### src/design/pvt_pkg.sv
package pvt_pkg;

    localparam int COORD_WIDTH_DEF        = 16;
    localparam int TRIG_FRACTION_BITS_DEF = 14;

    localparam int TRIG_W     = 16;
    localparam int FOCAL_W    = 12;
    localparam int EYE_W      = 16;
    localparam int CENTER_W   = 12;
    localparam int CFG_IDX_W  = 4;
    localparam int CFG_DATA_W = 16;

    localparam logic [TRIG_W-1:0]   COS_Z_RST  = 16'd16384;
    localparam logic [TRIG_W-1:0]   SIN_Z_RST  = 16'd0;
    localparam logic [TRIG_W-1:0]   COS_X_RST  = 16'd16384;
    localparam logic [TRIG_W-1:0]   SIN_X_RST  = 16'd0;
    localparam logic [FOCAL_W-1:0]  FOCAL_RST  = 12'd800;
    localparam logic [EYE_W-1:0]    EYE_RST    = 16'd640;
    localparam logic [CENTER_W-1:0] CENTER_X_RST = 12'd400;
    localparam logic [CENTER_W-1:0] CENTER_Y_RST = 12'd300;

    typedef enum logic [CFG_IDX_W-1:0] {
        REG_COS_Z    = 4'd0,
        REG_SIN_Z    = 4'd1,
        REG_COS_X    = 4'd2,
        REG_SIN_X    = 4'd3,
        REG_FOCAL    = 4'd4,
        REG_EYE_DIST = 4'd5,
        REG_CENTER_X = 4'd6,
        REG_CENTER_Y = 4'd7
    } reg_idx_t;

    // status that rides along the divider chain
    typedef struct packed {
        logic behind;
        logic neg_x;
        logic neg_y;
        logic ovf_x;
        logic ovf_y;
    } div_flags_t;

    function automatic int max2(input int a, input int b);
        return (a > b) ? a : b;
    endfunction

endpackage

### src/design/pvt_div_cell.sv
module pvt_div_cell #(
    parameter int RW    = 83,
    parameter int DPW   = 51,
    parameter int QB    = 17,
    parameter int SHIFT = 0
) (
    input  logic                 clk,
    input  logic                 en,
    input  logic [RW-1:0]        rem_x_in,
    input  logic [RW-1:0]        rem_y_in,
    input  logic [QB-1:0]        q_x_in,
    input  logic [QB-1:0]        q_y_in,
    input  logic [DPW-1:0]       den_in,
    input  pvt_pkg::div_flags_t  flags_in,
    output logic [RW-1:0]        rem_x_out,
    output logic [RW-1:0]        rem_y_out,
    output logic [QB-1:0]        q_x_out,
    output logic [QB-1:0]        q_y_out,
    output logic [DPW-1:0]       den_out,
    output pvt_pkg::div_flags_t  flags_out
);
    logic [RW-1:0]       dsh;
    logic                gx, gy;
    logic [RW-1:0]       rx_next, ry_next;
    logic [QB-1:0]       qx_next, qy_next;
    logic [RW-1:0]       rx_reg, ry_reg;
    logic [QB-1:0]       qx_reg, qy_reg;
    logic [DPW-1:0]      den_reg;
    pvt_pkg::div_flags_t flags_reg;

    // one restoring step per lane
    always_comb
    begin
        dsh     = RW'(den_in) << SHIFT;
        gx      = rem_x_in >= dsh;
        gy      = rem_y_in >= dsh;
        rx_next = gx ? rem_x_in - dsh : rem_x_in;
        ry_next = gy ? rem_y_in - dsh : rem_y_in;
        qx_next = q_x_in;
        qy_next = q_y_in;
        qx_next[SHIFT] = gx;
        qy_next[SHIFT] = gy;
    end

    always_ff @(posedge clk)
    begin
        if (en)
        begin
            rx_reg    <= rx_next;
            ry_reg    <= ry_next;
            qx_reg    <= qx_next;
            qy_reg    <= qy_next;
            den_reg   <= den_in;
            flags_reg <= flags_in;
        end
    end

    assign rem_x_out = rx_reg;
    assign rem_y_out = ry_reg;
    assign q_x_out   = qx_reg;
    assign q_y_out   = qy_reg;
    assign den_out   = den_reg;
    assign flags_out = flags_reg;
endmodule

### config.mk
export PLATFORM = sky130hd
export DESIGN_NAME = pvt_div_cell
export DESIGN_NICKNAME = d
export VERILOG_FILES = /design/src/design/pvt_pkg.sv /design/src/design/pvt_div_cell.sv
export SDC_FILE = /design/constraint.sdc
export NUM_CORES = 1
export LEC_CHECK = 0
export ABC_AREA = 1
export BUFFER_PORTS_ARGS = -buffer_cell sky130_fd_sc_hd__buf_2
export CAP_MARGIN = 15
export CORE_UTILIZATION = 29
export DETAILED_ROUTE_END_ITERATION = 8
export HOLD_SLACK_MARGIN = 0.08
export SLEW_MARGIN = 30
export SYNTH_ARGS = -nofsm -noshare
export SYNTH_HDL_FRONTEND = slang
export SYNTH_SLANG_ARGS = --single-unit
### constraint.sdc
create_clock -name clk -period 2.6 [get_ports clk]
set_input_delay 0.39 -clock clk [delete_from_list [all_inputs] [get_ports clk]]
set_output_delay 0.39 -clock clk [all_outputs]
set_load 0.05 [all_outputs]
==> qor.txt, run 1 <==
Hold Fails Final Rpt -> 0
HPWL after detailed placement -> 89,140 µm
FF+latch area -> 7687 µm²
Worst Path Class, Setup -> in2reg
total track usage -> 0.2618
max_slew headroom -> 0.6182
initial antenna violation count -> 7
CP required -> 2.88 ns
post-synthesis average cell area -> 6.485 µm²
grt total ovfl -> 0
first-pass GRT wire length -> 149,200 µm
CP bufs+invs -> 4
CP endpoint kind -> flop
top cell type's share of synthesized area -> 0.3511
Post-Synthesis Cells -> 3,376
Async SR Flop Fraction -> 0
Cell Area, Placed -> 30,610 µm²
Worst-Margin Slew -> 0.5667 ns
minimum clock period -> 2.445 ns
CP most frequent cell -> nand2_1
Fmax -> 409.1 MHz
Final period util -> 0.9402
Routed Antenna Nets -> 0
PD cells -> 513.8 nW/µm²
Post-layout nets -> 4,988
layout cells sized above 1 -> 0.2795
H-tree levels -> 2
Max-Cap Viols -> 0
Seq cells post-synth -> 256
Synth area leaders -> edfxtp_1 35%, nand2_1 23%, inv_1 11%, nor2_1 7.2%, ha_1 5.8%
worst hold path class -> in2reg
slowest stage cell, crit path -> ha_1
RSZ-0062 raised after global routing -> false
row count -> 100
CP Max Fanout -> 3
Setup crit start -> den_in[21]
Setup Viol. Count Final -> 0
post-synthesis cell type count -> 34
fin. max-slew vios -> 0
Initial Utilization -> 0.2936
mapped cell area -> 21,890 µm²
CTS tree -> done
status -> completed
CP cell instances -> buf_2 > inv_1 > ha_1 > buf_4 > nand2_1 > nand2_1 > nand2_1 > nand2_1 > a21oi_1 > nand3_1 > nand2_1 > nand2_1 > buf_4 > xnor2_1 > o21ai_1
dpl ws -> -0.4340 ns
cell family with most CP delay -> simple AND/OR/NAND/NOR gates
setup tns final -> 0 ns
Iter 0 DRT Violations -> 1,622
Via Count -> 25,330
setup ws final -> 0.1555 ns
clock-pin slew on the worst setup and hold paths -> 0.07 ns
clk sinks -> 256
maximum VDD drop -> 0.4205 mV
top-count cell post-synth -> nand2_1
synth warn -> 0
ys flop type -> edfxtp_1
quantity of I/O buffers inserted on ports -> 511
DIE WIDTH -> 276.8 µm
Critical Path Sink -> rem_x_out[40]
post-layout util -> 0.4361
final instance area -> 32,520 µm²
number of vias per cell -> 4.505
largest net degree at the start of global routing -> 47
residual DRC count -> 0
total routed wirelength -> 102,800 µm
Clk Tree Root Cell -> clkbuf_16
EDFF count, synth -> 256
sequential fraction of the synthesis area -> 0.3511
TritonRoute pass-1 iters -> 6
vias in the first global route -> 24,640
core area -> 74,570 µm²
CP max stage delay -> 0.33 ns
WL per Instance -> 18.27 µm
I/O pins -> 514
leakage -> 16.84 nW
# fillers -> 7,936
Net Count, Synth -> 3,738
CP Launch Type -> input port
Die Area -> 76,590 µm²
CTS buffer count -> 34
top cells by count, synth -> 1,340 x nand2_1, 619 x inv_1, 421 x nor2_1
CP Depth -> 15
Worst Path Arrival -> 2.72 ns
area leader, netlist -> edfxtp_1
multi-input logic area -> 11,610 µm²
Max Root-Sink Buffers -> 3
area grow syn2layout -> 48.54%
RePlAce Congestion -> 1.008
Die Y -> 276.8 µm
## state kept, by name (all words and copies together) (netlist names)
name	cells
rem_y_out	83
rem_x_out	83
q_y_out	17
q_x_out	17
den_out	51
flags_out	5
## where the power goes
part           switching [mW]  internal, mW  total, mW
sequential              0.140          5.13       5.27
combinational            4.39          2.30       6.69
clock                    2.02          2.73       4.75
## timing repair
action                     CTS  global route
hold endpoints to repair    79             0
buffers inserted             0             0
gates resized for setup      0             2
hold buffers                79             0
setup endpoints to repair    0            38
## layout by cell type (no fill, tap or decap), drive strengths merged, types with 2 or more instances in the layout
cell type / Yosys / routed
a21oi: 121 / 121
and2: 6 / 6
and3: 2 / 2
buf: 26 / 1163
bufinv: 0 / 3
clkbuf: 2 / 35
clkinv: 0 / 16
clkinvlp: 0 / 3
diode: 0 / 3
dlygate4sd3: 0 / 79
edfxtp: 256 / 256
fa: 2 / 2
ha: 102 / 102
inv: 630 / 634
nand2: 1341 / 1341
nand3: 134 / 134
nand3b: 32 / 32
nand4: 45 / 45
nor2: 439 / 439
nor3: 20 / 20
nor4: 4 / 4
o21a: 3 / 3
o21ai: 120 / 120
o21bai: 11 / 11
or2: 4 / 4
xnor2: 66 / 66
xor2: 8 / 8
## cell type report
| type | instances | share of cell area |
|---|---|---|
| repair buffers | 1242 | 0.2623 |
| well taps | 969 | 0.03728 |
| inverters | 630 | 0.07280 |
| flip-flops and latches | 256 | 0.2364 |
| clock inverters | 26 | 0.007618 |
| clock buffers | 35 | 0.02628 |
| multi-input cells | 2462 | 0.3571 |
| diodes | 3 | 0.0002309 |
## metrics by stage
step | hold slack (ns) | cells | power (mW)
2_1_floorplan | 0.4889 | 3376 | 8.923
3_3_place_gp | 0.5671 | 5480 | 11.90
3_5_place_dp | 0.5682 | 5480 | 11.91
4_1_cts | 0.08544 | 5620 | 16.84
5_1_grt | 0.1107 | 5621 | 17.43
6_report | 0.1218 | 5623 | 16.71
## kinds of logic (layout without fill, tap and decap cells)
logic type / Yosys count / in the layout / synth area share
and+or+nand+nor: 2028 / 2028 / 0.3731
buffers and inverters: 658 / 1933 / 0.1186
AOI/OAI and AO/OA: 256 / 256 / 0.06744
DFF: 256 / 256 / 0.3511
adders and majority gates: 104 / 104 / 0.06012
xor gates and xnor gates: 74 / 74 / 0.02961
other: 0 / 3 / 0
## per-layer routing
metal | vias to the layer above | part of all wire | track usage
li1 | 12990 | - | -
met5 | - | 0.00058 | 0
met2 | 742 | 0.47 | 0.4548
met4 | 10 | 0.030 | 0.07692
met3 | 136 | 0.052 | 0.03400
met1 | 11460 | 0.44 | 0.3371
## how the worst min path moves through the flow
stage,from,end,depth (start not counted)
3_3_place_gp,flags_in[4],flags_out[4],1
2_1_floorplan,den_in[0],den_out[0],0
6_report,rem_x_in[5],rem_x_out[5],3
5_1_grt,den_in[0],den_out[0],1
4_1_cts,rem_x_in[5],rem_x_out[5],3
3_5_place_dp,q_x_in[2],q_x_out[2],1
No activity file was read; power rests on OpenSTA's default activity.
==> inputs of run 2 (changes only) <==
GPL_ROUTABILITY_DRIVEN = 0   (was default)
REMOVE_ABC_BUFFERS = 1   (was default)
==> run 2 against run 1 <==
Via count increased by 0.15%. Combinational power decreased by 2%. Non-clock buffer count decreased by 55. Setup slack got worse by 0.041 ns. Critical path depth increased by 2. Final cell count decreased by 0.98%. Sequential power about the same. Design area decreased by 1.5%.
==> qor.txt, run 2 (same netlist as run 1, synthesis figures left out) <==
CP Launch Type -> input port
WL per Instance -> 17.82 µm (-2.5%)
CP cell instances -> buf_2 > inv_1 > buf_4 > ha_1 > nand2_1 > nor2_2 > nand2_1 > nor2_2 > nand3_1 > nor2_1 > nor2_2 > nand3_4 > clkinv_2 > buf_4 > buf_12 > nand2_1 > o21ai_1
Worst-Margin Slew -> 0.6256 ns (+0.05893 ns)
Post-layout nets -> 4,934 (-1.1%)
total track usage -> 0.2525 (-0.009317)
RSZ-0062 raised after global routing -> false
number of vias per cell -> 4.557 (+1.1%)
Worst Path Class, Setup -> in2reg
HPWL after detailed placement -> 85,620 µm (-4.0%)
Worst Path Arrival -> 2.76 ns (+0.04 ns)
status -> completed
first-pass GRT wire length -> 143,900 µm (-3.6%)
worst hold path class -> in2reg
CP max stage delay -> 0.33 ns (about the same)
maximum VDD drop -> 0.3800 mV (-9.6%)
Iter 0 DRT Violations -> 1,936 (+19%)
Cell Area, Placed -> 30,110 µm² (-1.6%)
fin. max-slew vios -> 0 (unchanged)
residual DRC count -> 0 (unchanged)
Die Y -> 276.8 µm (unchanged)
leakage -> 16.56 nW (-1.7%)
vias in the first global route -> 24,190 (-1.9%)
row count -> 100 (unchanged)
largest net degree at the start of global routing -> 60 (+28%)
CP required -> 2.87 ns (about the same)
Post-CTS Setup Repair Bufs -> 0 (unchanged)
initial antenna violation count -> 8 (+1)
slowest stage cell, crit path -> ha_1
Initial Utilization -> 0.2936 (unchanged)
layout cells sized above 1 -> 0.2698 (-0.009710)
Max-Cap Viols -> 0 (unchanged)
clk sinks -> 256 (unchanged)
quantity of I/O buffers inserted on ports -> 511 (unchanged)
area grow syn2layout -> 46.39%
H-tree levels -> 2 (unchanged)
core area -> 74,570 µm² (unchanged)
# fillers -> 7,852 (-1.1%)
DIE WIDTH -> 276.8 µm (unchanged)
clock-pin slew on the worst setup and hold paths -> 0.06 ns (about the same)
Fmax -> 402.3 MHz (-1.7%)
Via Count -> 25,370 (+0.15%)
CP Max Fanout -> 26 (+23)
Routed Antenna Nets -> 0 (unchanged)
Hold Fails Final Rpt -> 0 (unchanged)
post-layout util -> 0.4297 (-0.006326)
most frequent cells in the layout -> 1,340 x nand2_1, 619 x inv_1, 582 x buf_4, 510 x buf_2, 421 x nor2_1
Final period util -> 0.9561 (+0.01587)
Setup Viol. Count Final -> 0 (unchanged)
PD cells -> 521.9 nW/µm² (+1.6%)
max_slew headroom -> 0.5829 (-0.03529)
TritonRoute pass-1 iters -> 5 (-1)
FF+latch area -> 7687 µm² (unchanged)
CTS tree -> done
final instance area -> 32,050 µm² (-1.5%)
total routed wirelength -> 99,210 µm (-3.4%)
grt total ovfl -> 0 (unchanged)
Die Area -> 76,590 µm² (unchanged)
I/O pins -> 514 (unchanged)
Clk Tree Root Cell -> clkbuf_16
multi-input logic area -> 11,610 µm² (about the same)
Max Root-Sink Buffers -> 3 (unchanged)
CTS buffer count -> 35 (+2.9%)
commonest non-fill, non-tap cell in the layout -> nand2_1
minimum clock period -> 2.486 ns (+0.04127 ns)
CP endpoint kind -> flop
-- run 2: changes by cell type in the layout (fill, tap and decap cells not counted), sizes merged --
cell,delta
buf,-55
bufinv,+1
clkbuf,+3
clkinv,+2
clkinvlp,-3
inv,-3
-- run 2: where the power goes --
| part | total, mW | internal [mW] | leakage, nW | switching, mW |
|---|---|---|---|---|
| clock | 4.87 | 2.89 | 0.560 | 1.98 |
| sequential | 5.28 | 5.13 | 2.51 | 0.149 |
| combinational | 6.58 | 2.23 | 13.5 | 4.35 |
| total | 16.7 | 10.2 | 16.6 | 6.48 |
-- run 2: path summary, 6_finish.rpt --
| check | cells after the start | slack [ns] | to | startpoint |
|---|---|---|---|---|
| min | 2 | 0.14 | den_out[13] | den_in[13] |
| max | 17 | 0.11 | rem_x_out[31] | den_in[41] |
-- run 2: per-stage QoR --
stage | hold slack, ns | power, mW | worst slack [ns] | TNS [ns] | instances
after floorplan | 0.4889 | 8.923 | -0.7241 | -80.32 | 3348
after global placement | 0.5664 | 11.78 | -0.3737 | -40.92 | 5425
after detailed placement | 0.5681 | 11.80 | -0.3824 | -43.50 | 5425
after CTS | 0.1029 | 16.86 | 0.1925 | 0 | 5565
after global routing | 0.1214 | 17.46 | 0.02517 | 0 | 5567
final | 0.1398 | 16.72 | 0.1142 | 0 | 5568
-- run 2: worst max-delay path, delay by kind of cell --
kind	cells	cell delay, ns
AO/OA/AOI/OAI	1	0.07
adder cells (fa/ha/maj)	1	0.33
buffers and inverters	6	0.81
AND/OR/NAND/NOR	9	1.14
-- run 2: layout make-up --
class,instances,area share
diodes,3,0.0002343
repair buffers,1187,0.2505
clock buffers,38,0.02768
inverters,630,0.07387
multi-input cells,2462,0.3622
flip-flops and latches,256,0.2399
clock inverters,23,0.007769
well taps,969,0.03783
-- run 2: timing repair --
item / in CTS / in global routing
setup endpoints to repair: 0 / 1
resized for setup: 0 / 1
endpoints found under the hold margin: 79 / 0
hold buffers: 79 / 0
-- run 2: routing by layer --
metal | share of wire | track usage | vias up
met4 | 0.038 | 0.08818 | 10
met1 | 0.43 | 0.3239 | 11410
met3 | 0.068 | 0.03797 | 158
met5 | 0.00067 | 0 | -
li1 | - | - | 12890
met2 | 0.47 | 0.4300 | 901
